**src/gbfs_pkg.sv**
```systemverilog
`default_nettype none
package gbfs_pkg;

  localparam int unsigned MaxVertices  = 64;
  localparam int unsigned MaxListNodes = 512;
  localparam int unsigned VtxW  = $clog2(MaxVertices);
  localparam int unsigned NodeW = $clog2(MaxListNodes);
  localparam int unsigned PtrW  = $clog2(MaxListNodes + 1);
  localparam int unsigned CntW  = $clog2(MaxVertices + 1);
  localparam int unsigned CfgW  = 7;

  typedef enum logic [1:0] {
    REQ_ADD   = 2'd0,
    REQ_BFS   = 2'd1,
    REQ_CLEAR = 2'd2,
    REQ_NONE  = 2'd3
  } req_e;

  typedef enum logic [1:0] {
    ST_OK    = 2'd0,
    ST_RANGE = 2'd1,
    ST_FULL  = 2'd2
  } status_e;

  typedef struct packed {
    logic [1:0]      req_type;
    logic [VtxW-1:0] first_vertex;
    logic [VtxW-1:0] second_vertex;
  } in_item_t;

  typedef struct packed {
    logic [VtxW-1:0] visit_vertex;
    logic            last;
    logic [1:0]      status;
  } out_item_t;

  typedef enum logic [3:0] {
    S_IDLE,
    S_CLR_SEEN,
    S_ADD_A,
    S_ADD_B,
    S_POP,
    S_HEAD,
    S_PTR,
    S_NODE,
    S_TAKE,
    S_EMIT_BFS,
    S_EMIT
  } state_e;

  typedef enum logic [3:0] {
    OP_NONE,
    OP_LOAD,
    OP_CLR_SEEN,
    OP_RD_A,
    OP_ADD_A,
    OP_ADD_B,
    OP_CLEAR,
    OP_BFS_INIT,
    OP_POP,
    OP_HEAD,
    OP_PTR,
    OP_NODE_RD,
    OP_NODE
  } op_e;

  typedef struct packed {
    op_e        op;
    logic       out_load;
    logic       out_bfs;
    status_e    out_status;
    logic       out_last;
  } cmd_t;

  typedef struct packed {
    req_e       req;
    logic       a_bad;
    logic       b_bad;
    logic       full;
    logic       clr_done;
    logic       fifo_empty;
    logic       ptr_null;
    logic       out_full;
  } sts_t;

endpackage
`default_nettype wire

```
**src/gbfs_ctrl.sv**
```systemverilog
`default_nettype none
module gbfs_ctrl
  import gbfs_pkg::*;
(
  input  wire logic clk_i,
  input  wire logic rst_ni,
  input  wire logic in_valid_i,
  output logic      in_ready_o,
  input  wire sts_t sts_i,
  output cmd_t      cmd_o
);

  state_e state_q, state_d;

  always_ff @(posedge clk_i or negedge rst_ni) begin
    if (!rst_ni) begin
      state_q <= S_IDLE;
    end else begin
      state_q <= state_d;
    end
  end

  always_comb begin
    state_d        = state_q;
    in_ready_o     = 1'b0;
    cmd_o.op       = OP_NONE;
    cmd_o.out_load = 1'b0;
    cmd_o.out_bfs  = 1'b0;
    cmd_o.out_status = ST_OK;
    cmd_o.out_last = 1'b1;
    case (state_q)
      S_IDLE: begin
        in_ready_o = 1'b1;
        if (in_valid_i) begin
          cmd_o.op = OP_LOAD;
          state_d  = S_CLR_SEEN;
        end
      end
      S_CLR_SEEN: begin
        if (sts_i.req == REQ_BFS && !sts_i.a_bad) begin
          cmd_o.op = OP_CLR_SEEN;
          if (sts_i.clr_done) begin
            state_d = S_ADD_A;
          end
        end else begin
          cmd_o.op = OP_RD_A;
          state_d = S_ADD_A;
        end
      end
      S_ADD_A: begin
        case (sts_i.req)
          REQ_ADD: begin
            if (sts_i.a_bad || sts_i.b_bad) begin
              cmd_o.out_status = ST_RANGE;
              state_d = S_EMIT;
            end else if (sts_i.full) begin
              cmd_o.out_status = ST_FULL;
              state_d = S_EMIT;
            end else begin
              cmd_o.op = OP_ADD_A;
              state_d = S_ADD_B;
            end
          end
          REQ_BFS: begin
            if (sts_i.a_bad) begin
              cmd_o.out_status = ST_RANGE;
              state_d = S_EMIT;
            end else begin
              cmd_o.op = OP_BFS_INIT;
              state_d = S_POP;
            end
          end
          REQ_CLEAR: begin
            cmd_o.op = OP_CLEAR;
            state_d = S_EMIT;
          end
          default: begin
            state_d = S_EMIT;
          end
        endcase
        // clear, rejected and no-op requests wait here for the output register
        if (state_d == S_EMIT) begin
          if (sts_i.out_full) begin
            state_d = S_ADD_A;
          end else begin
            cmd_o.out_load = 1'b1;
            state_d = S_IDLE;
          end
        end
      end
      S_ADD_B: begin
        cmd_o.op = OP_ADD_B;
        state_d  = S_EMIT;
      end
      S_EMIT: begin
        if (!sts_i.out_full) begin
          cmd_o.out_load = 1'b1;
          state_d = S_IDLE;
        end
      end
      S_POP: begin
        if (sts_i.fifo_empty) begin
          state_d = S_IDLE;
        end else begin
          cmd_o.op = OP_POP;
          state_d = S_HEAD;
        end
      end
      S_HEAD: begin
        cmd_o.op = OP_HEAD;
        state_d  = S_PTR;
      end
      S_PTR: begin
        cmd_o.op = OP_PTR;
        state_d  = S_NODE;
      end
      S_NODE: begin
        if (sts_i.ptr_null) begin
          state_d = S_EMIT_BFS;
        end else begin
          cmd_o.op = OP_NODE_RD;
          state_d  = S_TAKE;
        end
      end
      S_TAKE: begin
        cmd_o.op = OP_NODE;
        state_d  = S_NODE;
      end
      S_EMIT_BFS: begin
        if (!sts_i.out_full) begin
          cmd_o.out_load = 1'b1;
          cmd_o.out_bfs  = 1'b1;
          state_d = S_POP;
        end
      end
      default: begin
        state_d = S_IDLE;
      end
    endcase
  end

endmodule
`default_nettype wire

```
**config.mk**
```make
export PLATFORM = sky130hd
export DESIGN_NAME = gbfs_ctrl
export DESIGN_NICKNAME = d
export VERILOG_FILES = /design/src/gbfs_pkg.sv /design/src/gbfs_ctrl.sv
export SDC_FILE = /design/constraint.sdc
export NUM_CORES = 1
export LEC_CHECK = 0
export BUFFER_PORTS_ARGS = -buffer_cell sky130_fd_sc_hd__buf_2
export CELL_PAD_IN_SITES_DETAIL_PLACEMENT = 0
export CELL_PAD_IN_SITES_GLOBAL_PLACEMENT = 1
export CORE_MARGIN = 2
export CORE_UTILIZATION = 28
export CTS_CLUSTER_SIZE = 40
export DETAILED_ROUTE_END_ITERATION = 16
export PLACE_DENSITY = 0.77
export SYNTH_ARGS = -nofsm -noshare
export SYNTH_HDL_FRONTEND = slang
export SYNTH_SLANG_ARGS = --single-unit
```
**constraint.sdc**
```tcl
create_clock -name clk_i -period 1.5 [get_ports clk_i]
set_input_delay 0.3 -clock clk_i [delete_from_list [all_inputs] [get_ports clk_i]]
set_output_delay 0.3 -clock clk_i [all_outputs]
set_load 0.01 [all_outputs]
```
==> impl_metrics.tcl <==
set metrics [dict create \
    htreeDepth 1 \
    power_mw 2.353 \
    synth_compound_area_share_pct 32.40 \
    critPathKind "flop to output pin" \
    layout_common_cells "buf_4 (23), buf_2 (15), buf_6 (9), nor2_1 (6)" \
    finalNetCount 143 \
    hold_class "primary input to asynchronous set/reset pin" \
    core_area_mm2 0.001962 \
    post-route-period-util_pct 114.9 \
    final_cell_area_mm2 0.001120 \
    finalClockSkew_ns 0.005480 \
    powerDensity_mw_per_mm2 2101 \
    ys_types 36 \
    grt_pass1_vias 782 \
    synth_top_family_by_area "simple AND/OR/NAND/NOR gates" \
    wl_met3_um 151 \
    leakage_nw 0.4916 \
    antenna_left 0 \
    cts_root_buf "clkbuf_4" \
    netlist_instances 87 \
    synthesis.nets 99 \
    routedWlPerCell_um 13.84 \
    crit_path_end_kind "output pin" \
    path_clk_slew_ns 0.04 \
    largest_register "state_q" \
    drtIter0Drc 26 \
    die_y_um 49.49 \
    antenna_found_initial 0 \
    ir_drop_mv 1.038 \
    port_buffers 20 \
    regArea_um2 103.9 \
    slew_violations 0 \
    synthAdderAreaFrac_pct 0 \
    highest_layer "met4" \
    cp.arrival_ns 1.42 \
    m1WireLength_um 894 \
    drt_wl_total_um 2159 \
    reg.largest.list "state_q: 4 flops" \
    drt-pass1-iter-count 4 \
    diodes 0 \
    fillers 192 \
    synthXorXnorAreaFrac_pct 1.512 \
    drc 0 \
    rsz0062_at_grt "true" \
    synth-simple-area-share_pct 39.31 \
    dpl.hpwl_um 1360 \
    cts_num_sinks 4 \
    ys_seq_elements 4 \
    cts_tree "done" \
    wl_met2_um 1099 \
    synthToLayoutAreaGrowth_pct 93.30 \
    start_util_pct 29.53 \
    drive_above_1_share_pct 64.34 \
    finalSetupViolCount 12 \
    via_per_inst 5.404 \
    cts_buffers 3 \
    vias 843 \
    largest_reg_flops 4 \
    cp.required_ns 1.20 \
    mostFrequentLayoutCell "buf_4" \
    cap_viol_max_count 0 \
    path_max_fanout 8 \
    max_freq_mhz 580.1 \
    grt_max_degree 13 \
    hold_viol 0 \
    grt-ovfl-total 0 \
    synth_mux_area_share_pct 0 \
    globalplace.congestion 0.7872 \
    yosys_warnings 0 \
    track_usage_pct 17.25 \
    fp-row-count 16 \
    finalCriticalPeriod_ns 1.724 \
    fp.dieW_um 49.49 \
    finalWorstSetupSlack_ns -0.2240 \
    die_area_mm2 0.002449 \
    avgSynthCellArea_um2 6.659 \
    pin_count 22 \
    synth_area_um2 579.3 \
    seq_area_frac_synth_pct 17.28 \
    crit_path_start_kind "flop" \
    violations "negative setup slack" \
    grt_pass1_wl_um 3381 \
    worst_skew_pair.late_latency_ns 0.24 \
    multiInputGateArea_um2 578.1 \
    clockBufferDepth 2 \
    place_area_um2 823.3 \
    outcome "finished with violations" \
]
==> cell usage after synthesis <==
cell type,count,area (um^2)
o31ai_1,1,7.510
nand3b_1,1,7.510
a2bb2oi_1,1,8.760
or3b_1,1,8.760
buf_4,1,7.510
and2_2,1,7.510
o2bb2ai_1,1,8.760
a22oi_1,1,7.510
a21oi_1,4,20.02
clkbuf_1,6,22.52
nand4b_1,1,8.760
nand2_1,7,26.28
dfrtp_1,4,100.1
nor3_1,5,25.02
buf_2,2,10.01
o22ai_1,1,6.260
xnor2_1,1,8.760
a32o_1,2,20.02
nand3_1,1,5.000
and3_1,2,12.51
nor3b_1,2,15.01
a31oi_1,1,6.260
buf_1,1,3.750
and2b_2,1,8.760
o21ai_0,8,40.04
o211ai_1,4,30.03
conb_1,1,3.750
nor4_1,3,18.77
o21bai_1,1,7.510
a32oi_1,1,8.760
nor2b_1,5,31.28
or3_1,1,6.260
nand2b_1,2,12.51
o41ai_2,1,16.27
nor2_1,9,33.78
inv_1,2,7.510
==> stage by stage <==
stage | hold WS, ns | std cells | TNS [ns] | worst slack, ns | util, %
after floorplan | 0.004409 | 87 | -0.07284 | -0.03673 | -
after global placement | 0.1048 | 141 | -1.326 | -0.2487 | 41.96
after detailed placement | 0.1110 | 141 | -1.310 | -0.2440 | 41.96
after CTS | 0.3988 | 153 | -1.410 | -0.1899 | 53.13
after global routing | 0.4199 | 156 | -2.477 | -0.2855 | 57.08
final | 0.3939 | 156 | -1.784 | -0.2240 | 57.08
==> routing by layer <==
metal  vias up  track usage [%]
met4         0            5.556
met1       400            22.33
met2        38            30.63
li1        403                -
met5         -                0
met3         2           0.9091
==> where the power goes <==
part	total, mW	switching (mW)	internal, mW
sequential	0.278	0.105	0.173
clock	0.142	0.0524	0.0901
combinational	1.93	0.893	1.04
==> repair_timing <==
item                       in CTS  in global routing
hold buffers                    1                  0
gates resized for setup        32                 14
pin swaps                      11                  4
gates cloned                    1                  0
buffers inserted                7                  3
hold endpoints to repair        4                  0
setup endpoints to repair       9                 12
==> logic make-up after synthesis <==
| logic type | count (synthesis) |
|---|---|
| AO/OA/AOI/OAI | 27 |
| flip-flops | 4 |
| XOR/XNOR | 1 |
| AND/OR/NAND/NOR | 42 |
| other | 1 |
| buffers and inverters | 12 |
==> final timing paths <==
check                      cells past startpoint       start          to  slack, ns
max reg2reg                                    7  state_q[0]  state_q[2]      -0.08
max in group asynchronous                      2      rst_ni  state_q[2]       0.97
max                                            5  state_q[2]    cmd_o[5]      -0.22
min in group clk_i                             4    sts_i[3]  state_q[0]       0.42
min reg2reg                                    3  state_q[2]  state_q[0]       0.73
min                                            2      rst_ni  state_q[3]       0.39
==> final cells by class <==
cell class                 count  share of cell area (%)
clock buffer                   3                   2.011
inverter                       2                  0.6704
multi-input combinational     71                   51.62
sequential                     4                   9.274
tap                           27                   3.017
timing repair buffer          49                   33.41
==> critical path, stage by stage (launching register included) <==
cell and delay (ns):
dfrtp_2 0.47, buf_6 0.15, nor4_4 0.28, nand2_1 0.08, o21ai_1 0.06, buf_2 0.13
Note: power is estimated with default switching activity, not from simulation.
